===== config.mk =====
export PLATFORM = sky130hd
export DESIGN_NAME = ced_div
export DESIGN_NICKNAME = d
export VERILOG_FILES = /design/src/hdl/ced_pkg.sv /design/src/hdl/ced_div.sv
export SDC_FILE = /design/constraint.sdc
export NUM_CORES = 1
export LEC_CHECK = 0
export ABC_AREA = 0
export BUFFER_PORTS_ARGS = -buffer_cell sky130_fd_sc_hd__buf_2
export CAP_MARGIN = 25
export CORE_AREA = 4 4 98 100
export CTS_BUF_LIST = sky130_fd_sc_hd__clkbuf_16
export DETAILED_ROUTE_END_ITERATION = 8
export DIE_AREA = 0 0 102 104
export GPL_TIMING_DRIVEN = 0
export PLACE_DENSITY = 0.76
export RECOVER_POWER = 25
export SYNTH_ARGS = -nofsm -noshare
export SYNTH_HDL_FRONTEND = slang
export SYNTH_SLANG_ARGS = --single-unit

===== constraint.sdc =====
create_clock -name clock -period 4.45 [get_ports clock]
set_input_delay 0.6675 -clock clock [delete_from_list [all_inputs] [get_ports clock]]
set_output_delay 0.6675 -clock clock [all_outputs]
set_load 0.02 [all_outputs]

===== src/hdl/ced_pkg.sv =====
// ----------------------------------------------------------------------------
// ced_pkg
// Shared constants, types and state encoding of the extremum detector.
// ----------------------------------------------------------------------------
package ced_pkg;

   localparam int MAX_LAG     = 1023;
   localparam int SAMPLE_BITS = 16;
   localparam int MAX_SAMPLES = 1048576;
   localparam int RING_DEPTH  = MAX_LAG + 2;
   localparam int RING_AW     = $clog2(RING_DEPTH);
   localparam int LAG_W       = 10;
   localparam int IDX_W       = 21;
   localparam int POS_W       = 20;
   localparam int CNT_W       = 21;
   localparam int DENS_W      = 16;

   localparam logic [CNT_W-1:0] CNT_MAX  = {CNT_W{1'b1}};
   localparam logic [DENS_W-1:0] DENS_MAX = {DENS_W{1'b1}};

   typedef logic signed [SAMPLE_BITS-1:0] sample_type;
   typedef logic [RING_AW-1:0]            ring_addr_type;
   typedef logic [LAG_W-1:0]              lag_type;
   typedef logic [IDX_W-1:0]              idx_type;
   typedef logic [POS_W-1:0]              pos_type;
   typedef logic [CNT_W-1:0]              cnt_type;
   typedef logic [DENS_W-1:0]             dens_type;

   typedef enum logic [2:0] {
      ST_IDLE,
      ST_RD1,
      ST_RD2,
      ST_CALC,
      ST_DIV
   } ced_state_type;

   // density divider request and status
   typedef struct packed {
      logic    start;
      cnt_type numer;
      idx_type denom;
   } ced_div_req_type;

   typedef struct packed {
      logic     done;
      dens_type quotient;
   } ced_div_rsp_type;

endpackage


===== src/hdl/ced_div.sv =====
// ----------------------------------------------------------------------------
// ced_div
// Restoring divider for the record density, one quotient bit per cycle.
// ----------------------------------------------------------------------------
module ced_div (
   input  logic                     clock,
   input  logic                     reset,
   input  ced_pkg::ced_div_req_type div_req,
   output ced_pkg::ced_div_rsp_type div_rsp
);
   import ced_pkg::*;

   localparam int STEP_W = $clog2(DENS_W);

   logic                busy_ff, busy_in;
   logic                done_ff, done_in;
   logic [STEP_W-1:0]   step_ff, step_in;
   idx_type             rem_ff, rem_in;
   idx_type             den_ff, den_in;
   dens_type            quo_ff, quo_in;
   logic [IDX_W:0]      shifted;
   logic                fits;

   // remainder stays below the divisor, so one extra bit covers the shift
   assign shifted = {rem_ff, 1'b0};
   assign fits    = shifted >= {1'b0, den_ff};

   always_comb begin
      busy_in = busy_ff;
      done_in = 1'b0;
      step_in = step_ff;
      rem_in  = rem_ff;
      den_in  = den_ff;
      quo_in  = quo_ff;
      if (div_req.start) begin
         den_in = div_req.denom;
         if ({1'b0, div_req.numer} >= {1'b0, div_req.denom}) begin
            // quotient would reach 1.0 or more: saturate
            quo_in  = DENS_MAX;
            done_in = 1'b1;
         end else begin
            rem_in  = IDX_W'(div_req.numer);
            quo_in  = '0;
            step_in = '0;
            busy_in = 1'b1;
         end
      end else if (busy_ff) begin
         rem_in  = fits ? IDX_W'(shifted - {1'b0, den_ff}) : IDX_W'(shifted);
         quo_in  = {quo_ff[DENS_W-2:0], fits};
         step_in = step_ff + 1'b1;
         if (step_ff == STEP_W'(DENS_W - 1)) begin
            busy_in = 1'b0;
            done_in = 1'b1;
         end
      end
   end

   always_ff @(posedge clock) begin
      if (reset) begin
         busy_ff <= 1'b0;
         done_ff <= 1'b0;
      end else begin
         busy_ff <= busy_in;
         done_ff <= done_in;
      end
      step_ff <= step_in;
      rem_ff  <= rem_in;
      den_ff  <= den_in;
      quo_ff  <= quo_in;
   end

   assign div_rsp.done     = done_ff;
   assign div_rsp.quotient = quo_ff;

endmodule


==> results of run 1 <==
## worst min-delay path, cell delays in order, from the launching register on
cell	delay [ns]
dfxtp_1	0.33
o21ai_0	0.07
a21oi_1	0.07
## cells by family after synthesis
group	count (synthesis)	synth area share
flip-flops	64	0.439
multiplexers	2	0.00491
XOR/XNOR	14	0.0283
buffers and inverters	67	0.0633
AO/OA/AOI/OAI	120	0.197
adder cells (fa/ha/maj)	44	0.129
AND/OR/NAND/NOR	113	0.138
## metal layers
metal / GRT usage / vias up / routed length [um] / share of wire
met1: 0.283 / 1719 / 4680 / 0.41
met4: 0.104 / 0 / 463 / 0.041
li1: - / 1724 / - / -
met3: 0.0543 / 55 / 1030 / 0.091
met2: 0.329 / 208 / 5170 / 0.46
met5: 0 / - / 0 / 0
## power breakdown
group | internal [W] | total [W] | switching (W)
Combinational | 0.000277 | 0.000691 | 0.000414
Clock | 0.000490 | 0.000772 | 0.000282
Sequential | 0.000762 | 0.000798 | 0.0000366
Total | 0.00153 | 0.00226 | 0.000733
## sequential cells by signal (all words and copies together), names as in the netlist
| name | cells |
|---|---|
| busy_ff | 1 |
| den_ff | 21 |
| done_ff | 1 |
| quo_ff | 16 |
| rem_ff | 21 |
| step_ff | 4 |
## worst min path at each step
stage,startpoint,depth (start not counted),to,slack [ns]
floorplan,busy_ff$_SDFFE_PP0P_,2,busy_ff$_SDFFE_PP0P_,0.47
global placement,busy_ff$_SDFFE_PP0P_,2,busy_ff$_SDFFE_PP0P_,0.49
detailed placement,busy_ff$_SDFFE_PP0P_,2,busy_ff$_SDFFE_PP0P_,0.50
CTS,reset,2,busy_ff$_SDFFE_PP0P_,0.51
global route,reset,2,busy_ff$_SDFFE_PP0P_,0.51
finish,busy_ff$_SDFFE_PP0P_,2,busy_ff$_SDFFE_PP0P_,0.52
## cell type report
cell class,instances,area share
multi-input combinational,293,0.423
clock buffer,9,0.0442
timing repair buffer,62,0.0597
buffer,20,0.0192
inverter,47,0.0346
tap,108,0.0265
clock inverter,7,0.0189
sequential,64,0.373
## synthesized netlist by cell type, drive strengths merged, types with 2 or more instances
master   number  area share
edfxtp       62        0.43
inv          47       0.041
ha           43        0.12
a21oi        29       0.036
nand2        22       0.019
nor2         21       0.018
o21a         19       0.033
clkbuf       14       0.012
o21ai        14       0.016
a21o         13       0.023
nor2b        13       0.019
nand3        12       0.014
nand4         9       0.013
nor3          9       0.010
a221o         8       0.019
xnor2         7       0.014
xor2          7       0.014
buf           6       0.010
nand2b        5      0.0072
nand3b        5      0.0087
o311ai        5       0.010
a211oi        4      0.0069
o211ai        4      0.0069
o31ai         4      0.0069
a31oi         3      0.0043
nor3b         3      0.0052
or2           3      0.0043
or3           3      0.0043
a2111oi       2      0.0040
a22oi         2      0.0035
a311oi        2      0.0040
and2          2      0.0029
and3          2      0.0029
dfxtp         2      0.0093
o211a         2      0.0046
or4           2      0.0043
## stage by stage
stage / instance area (um2) / setup WS, ns
detailed placement: 4790 / 0.547
CTS: 5110 / 0.890
global route: 5090 / 0.741
finish: 5090 / 0.740
floorplan: 4330 / 0.591
global placement: 4770 / -1.02
==> results_dict.tcl, run 1 <==
set metrics [dict create \
    synth-edff-count 62 \
    final_common_cell "edfxtp_1" \
    core-area_um2 8680 \
    yosysSeqAreaShare 0.439 \
    synth_nets 513 \
    tritoncts "done" \
    holdBufCountCts 0 \
    start_kind "primary input" \
    path_max_fanout 14 \
    grt_usage 0.216 \
    regArea_um2 1900 \
    arrival_ns 3.75 \
    path_clk_slew_ns 0.06 \
    numCtsBuffers 9 \
    crit_end "rem_ff[11]$_DFFE_PP_" \
    drive_gt1_frac 0.159 \
    skew_ns 0.00494 \
    hold_path.class "reg2reg" \
    num_rows 34 \
    stdcell_count 610 \
    cts-root-buf "clkbuf_16" \
    max_clock_freq_mhz 270 \
    worstPathCellList "clkbuf_1, inv_1, ha_1, a21o_1, a21o_1, a21oi_1, o22ai_1, nor4bb_1, o41ai_2, clkbuf_1, o21ai_2, buf_8" \
    cts_post_setup_buffers_inserted 0 \
    cts_resized 0 \
    relSlewSlack 0.355 \
    status "finished clean" \
    insertion_delay_ns 0.33 \
    mostFrequentLayoutCells "edfxtp_1, buf_2, inv_1, ha_1, a21oi_1" \
    die-area_um2 10600 \
    place_hpwl_mm 8.22 \
    r2r_end "rem_ff[9]$_DFFE_PP_" \
    required_ns 4.49 \
    p_leak_nw 2.19 \
    die_h_um 104 \
    fill_cells 759 \
    utilization 0.587 \
    syn_avg_cell_area_um2 10.2 \
    drtIter0Drc 350 \
    ys_seq_elements 64 \
    slowest_stage "nor4bb_1" \
    async_flop_share 0 \
    holdWs_ns 0.515 \
    die_w_um 102 \
    startpoint "div_req[10]" \
    detail_route.wl_per_cell_um 18.6 \
    postSynthCellCount 424 \
    routed_wl_mm 11.3 \
    worst_slew_pin_slew_ns 0.957 \
    placedCellCount 594 \
    path_delay_family "compound AO/OA/AOI/OAI gates" \
    finalHoldViolations 0 \
    tns_ns 0 \
    maxCapViolCount 0 \
    grt_pass1_vias 3647 \
    ys.warnings.count 0 \
    setup_viol 0 \
    synth_area_um2 4330 \
    grt_pass1_wl_mm 17.9 \
    rrSetupSlack_ns 1.35 \
    first_pass_iters 6 \
    power_w 0.00226 \
    multi_input_area_um2 2160 \
    finalCritPeriodShare 0.834 \
    rsz0062_at_grt "false" \
    antenna_left 0 \
    numPortBuffers 61 \
    worstRegToRegCells 10 \
    ioPinCount 62 \
    path_buf_inv 4 \
    min_period_ns 3.71 \
    vias_per_cell 6.08 \
    grt_max_degree 23 \
    via_count 3706 \
    cts.path.max_buffers 2 \
    antenna_found_initial 0 \
    slew_violations 0 \
    cp_slowest_stage_delay_ns 0.57 \
    crit_cells 12 \
    worstSetupPathType "in2reg" \
    peakVddDrop_v 0.000263 \
    nets 586 \
    power.density_nw_per_um2 444 \
    start_util 0.499 \
    timing.rr.start "rem_ff[14]$_DFFE_PP_" \
    cp-end-kind "register" \
    route.detailed.drc 0 \
    htree_levels 3 \
    antennaDiodeCount 0 \
    gp_congestion 0.908 \
    area.growth.synth_to_final_pct 17.7 \
    synthFlopType "edfxtp_1" \
    synth.distinct_cells 55 \
    cts_sinks 64 \
    grt_overflow_total 0 \
]
(Power assumes the default switching activity.)
==> inputs of run 2 (changes only) <==
Clock period 4.45 ns to 3.65 ns, I/O delays scaled along.
==> run 2 against run 1 <==
  * Sequential cell count unchanged
  * Register-to-register slack lost 0.83 ns
  * Clock-buffer cell count stayed put
  * Power up 22%
  * Sequential power is 22% higher
  * Via count shrank 0.84%
==> results_dict.tcl, run 2 (same netlist as run 1, synthesis figures left out) <==
set metrics [dict create \
    vias_per_cell 6.02 \
    ioPinCount 62 \
    cp_slowest_stage_delay_ns 0.43 \
    slew_violations 0 \
    grt_overflow_total 0 \
    cts_post_setup_buffers_inserted 0 \
    crit_cells 12 \
    path_buf_inv 4 \
    numCtsBuffers 9 \
    core-area_um2 8680 \
    timing.rr.start "rem_ff[14]$_DFFE_PP_" \
    cts-root-buf "clkbuf_16" \
    maxCapViolCount 0 \
    r2r_end "rem_ff[16]$_DFFE_PP_" \
    insertion_delay_ns 0.33 \
    hold_path.class "in2reg" \
    peakVddDrop_v 0.000295 \
    worstPathCellList "clkbuf_1, inv_1, ha_1, a21o_1, a21o_1, a21oi_1, o22ai_1, nor4bb_2, o41ai_2, clkbuf_1, o21ai_2, buf_8" \
    final_common_cell "edfxtp_1" \
    worstSetupPathType "in2reg" \
    power_w 0.00275 \
    fill_cells 773 \
    reg_top3 "den_ff: 21 flops, rem_ff: 21 flops, quo_ff: 16 flops" \
    first_pass_iters 5 \
    max_clock_freq_mhz 288 \
    path_max_fanout 14 \
    rsz0062_at_grt "false" \
    die_w_um 102 \
    gp_congestion 0.894 \
    antenna_found_initial 0 \
    rrSetupSlack_ns 0.52 \
    finalHoldViolations 0 \
    min_period_ns 3.48 \
    path_delay_family "compound AO/OA/AOI/OAI gates" \
    slowest_stage "nor4bb_2" \
    relSlewSlack 0.352 \
    numPortBuffers 61 \
    die_h_um 104 \
    setup_viol 0 \
    cts_sinks 64 \
    tritoncts "done" \
    die-area_um2 10600 \
    path_clk_slew_ns 0.06 \
    grt_max_degree 23 \
    grt_pass1_vias 3588 \
    utilization 0.587 \
    holdBufCountCts 0 \
    final_cell_area_um2 5100 \
    worst_slew_pin_slew_ns 0.961 \
    place_hpwl_mm 8.31 \
    via_count 3675 \
    antenna_left 0 \
    num_rows 34 \
    nets 586 \
    startpoint "div_req[10]" \
    drtIter0Drc 282 \
    start_kind "primary input" \
    crit_end "rem_ff[9]$_DFFE_PP_" \
    power.density_nw_per_um2 539 \
    antennaDiodeCount 0 \
    cts.path.max_buffers 2 \
    required_ns 3.68 \
    grt_usage 0.217 \
    mostFrequentLayoutCells "edfxtp_1, buf_2, inv_1, ha_1, a21oi_1" \
    cp-end-kind "register" \
    arrival_ns 3.50 \
    route.detailed.drc 0 \
    p_leak_nw 2.20 \
    drive_gt1_frac 0.161 \
    skew_ns 0.00981 \
    cts_resized 0 \
    placed_area_um2 4790 \
    finalCritPeriodShare 0.953 \
    status "finished clean" \
    grt_pass1_wl_mm 18.0 \
    routed_wl_mm 11.4 \
    worstRegToRegCells 10 \
    start_util 0.499 \
    detail_route.wl_per_cell_um 18.6 \
    htree_levels 3 \
    area.growth.synth_to_final_pct 17.8 \
]
-- run 2: per-stage QoR --
stage	instances	setup TNS, ns	worst slack, ns	hold slack [ns]
2_1_floorplan	424	0	0.297	0.469
5_1_grt	610	0	0.00301	0.399
4_1_cts	610	0	0.100	0.390
3_5_place_dp	594	-3.65	-0.227	0.514
3_3_place_gp	593	-22.09	-0.885	0.489
6_report	610	0	0.173	0.394
-- run 2: routing by layer --
layer  routed length (um)  part of all wire  global-route usage  up-vias
li1                     -                 -                   -     1721
met1                 4760              0.42               0.294     1739
met2                 5280              0.47               0.342      180
met3                  964             0.085              0.0416       35
met4                  350             0.031              0.0778        0
met5                    0                 0                   0        -
-- run 2: where the power goes --
group	switching (W)	total (W)	internal, W
clock	0.000327	0.000925	0.000598
sequential	0.0000448	0.000974	0.000929
combinational	0.000510	0.000850	0.000340
total	0.000882	0.00275	0.00187
-- run 2: layout make-up --
cell class / instances / area [um2] / area share
well taps: 108 / 135 / 0.0265
flip-flops and latches: 64 / 1900 / 0.373
clock inverters: 7 / 95.1 / 0.0187
multi-input cells: 293 / 2160 / 0.424
repair buffers: 62 / 304 / 0.0596
inverters: 47 / 176 / 0.0346
plain buffers: 20 / 97.6 / 0.0191
clock buffers: 9 / 225 / 0.0442
-- run 2: worst min-delay path by stage --
stage                                end            startpoint  cells after the start
floorplan           busy_ff$_SDFFE_PP0P_  busy_ff$_SDFFE_PP0P_                      2
global placement    busy_ff$_SDFFE_PP0P_  busy_ff$_SDFFE_PP0P_                      2
detailed placement  busy_ff$_SDFFE_PP0P_  busy_ff$_SDFFE_PP0P_                      2
CTS                 busy_ff$_SDFFE_PP0P_                 reset                      2
global route        den_ff[14]$_DFFE_PP_           div_req[14]                      1
finish              busy_ff$_SDFFE_PP0P_                 reset                      2
==> inputs of run 3 (changes only) <==
Settings changed: CORE_AREA 4 4 98 100 to 4 4 94 96, DIE_AREA 0 0 102 104 to 0 0 98 100, PLACE_DENSITY 0.76 to 0.81.
==> run 3 against run 2 <==
  * Clock-buffer cell count is the same
  * Non-clock buffer count is the same
  * Clock power shrank 18%
  * Maximum frequency grew 0.16%
==> results_dict.tcl, run 3 (same netlist as run 1, synthesis figures left out) <==
set metrics [dict create \
    numCtsBuffers 9 \
    ioPinCount 62 \
    path_clk_slew_ns 0.05 \
    setup_viol 0 \
    mostFrequentLayoutCells "edfxtp_1, buf_2, inv_1, ha_1, a21oi_1" \
    whs_path_depth 2 \
    num_rows 33 \
    arrival_ns 3.51 \
    required_ns 3.69 \
    first_pass_iters 6 \
    holdBufCountCts 0 \
    core-area_um2 8050 \
    antennaDiodeCount 0 \
    nets 586 \
    cts_sinks 64 \
    drtIter0Drc 354 \
    finalWorstSetupSlack_ns 0.179 \
    fill_cells 663 \
    place_hpwl_mm 8.38 \
    die_h_um 100 \
    max_clock_freq_mhz 288 \
    reg_top3 "den_ff: 21 flops, rem_ff: 21 flops, quo_ff: 16 flops" \
    min_period_ns 3.47 \
    antenna_left 0 \
    final_common_cell "edfxtp_1" \
    insertion_delay_ns 0.33 \
    worstSetupPathType "in2reg" \
    maxCapViolCount 0 \
    area.growth.synth_to_final_pct 16.0 \
    grt_usage 0.239 \
    dp_slack_ns -0.0965 \
    die_w_um 98 \
    finalHoldViolations 0 \
    regArea_um2 1900 \
    placed_area_um2 4780 \
    start_util 0.538 \
    peakVddDrop_v 0.000345 \
    route.detailed.drc 0 \
    relSlewSlack 0.400 \
    grt_max_degree 23 \
    worstRegToRegCells 8 \
    cts.path.max_buffers 2 \
    die-area_um2 9800 \
    grt_pass1_vias 3719 \
    start_kind "primary input" \
    htree_levels 3 \
    final_cell_area_um2 5020 \
    power.density_nw_per_um2 514 \
    routed_wl_mm 11.4 \
    numPortBuffers 61 \
    tritoncts "done" \
    tns_ns 0 \
    gp_congestion 1.02 \
    worst_slew_pin_slew_ns 0.891 \
    multi_input_area_um2 2160 \
    rrSetupSlack_ns 0.51 \
    cts_resized 0 \
    slew_violations 0 \
    grt_overflow_total 0 \
    status "finished clean" \
    drive_gt1_frac 0.154 \
    rsz0062_at_grt "false" \
    vias_per_cell 6.07 \
    placedCellCount 591 \
    cts-root-buf "clkbuf_16" \
    detail_route.wl_per_cell_um 18.9 \
    path_max_fanout 14 \
    cp-end-kind "register" \
    cts_post_setup_buffers_inserted 0 \
    hold_path.class "in2reg" \
    stdcell_count 606 \
    via_count 3678 \
    antenna_found_initial 1 \
    holdWs_ns 0.401 \
    p_leak_nw 2.17 \
    skew_ns 0.00385 \
    finalCritPeriodShare 0.951 \
    grt_pass1_wl_mm 18.5 \
]
-- run 3: final timing paths --
check | to | from
hold / removal | busy_ff$_SDFFE_PP0P_ | reset
setup / recovery | rem_ff[7]$_DFFE_PP_ | div_req[10]
hold reg to reg | quo_ff[15]$_DFFE_PP_ | quo_ff[14]$_DFFE_PP_
setup reg to reg | rem_ff[19]$_DFFE_PP_ | rem_ff[3]$_DFFE_PP_
-- run 3: critical path, cell delays in order --
cell and delay [ns]:
clkbuf_1 0.17, inv_1 0.07, ha_1 0.31, a21o_1 0.16, a21o_1 0.17, a21oi_1 0.21, o22ai_1 0.12, nor4bb_1 0.47
o41ai_2 0.31, clkbuf_1 0.31, o21ai_2 0.40, buf_8 0.25
-- run 3: area by class of cell --
| cell class | instances | share of cell area |
|---|---|---|
| plain buffers | 20 | 0.0194 |
| clock buffers | 9 | 0.0448 |
| clock inverters | 6 | 0.00573 |
| inverters | 47 | 0.0351 |
| multi-input cells | 293 | 0.429 |
| flip-flops and latches | 64 | 0.379 |
| well taps | 105 | 0.0262 |
| repair buffers | 62 | 0.0608 |
-- run 3: report_power, final --
group	switching (W)	total (W)	internal, W
Clock	0.000314	0.000759	0.000445
Combinational	0.000509	0.000849	0.000339
Sequential	0.0000462	0.000976	0.000929
Total	0.000869	0.00258	0.00171
-- run 3: metrics by stage --
stage / util / total power (W)
2_1_floorplan: - / 0.00158
3_3_place_gp: 0.592 / 0.00178
3_5_place_dp: 0.594 / 0.00181
4_1_cts: 0.626 / 0.00257
5_1_grt: 0.624 / 0.00270
6_report: 0.624 / 0.00258
-- run 3: per-layer routing --
| layer | routed length (um) | GRT usage | share of wire | vias up |
|---|---|---|---|---|
| met3 | 1200 | 0.0702 | 0.11 | 37 |
| li1 | - | - | - | 1723 |
| met4 | 390 | 0.124 | 0.034 | 2 |
| met1 | 4460 | 0.289 | 0.39 | 1691 |
| met5 | 18 | 0 | 0.0016 | - |
| met2 | 5370 | 0.390 | 0.47 | 225 |
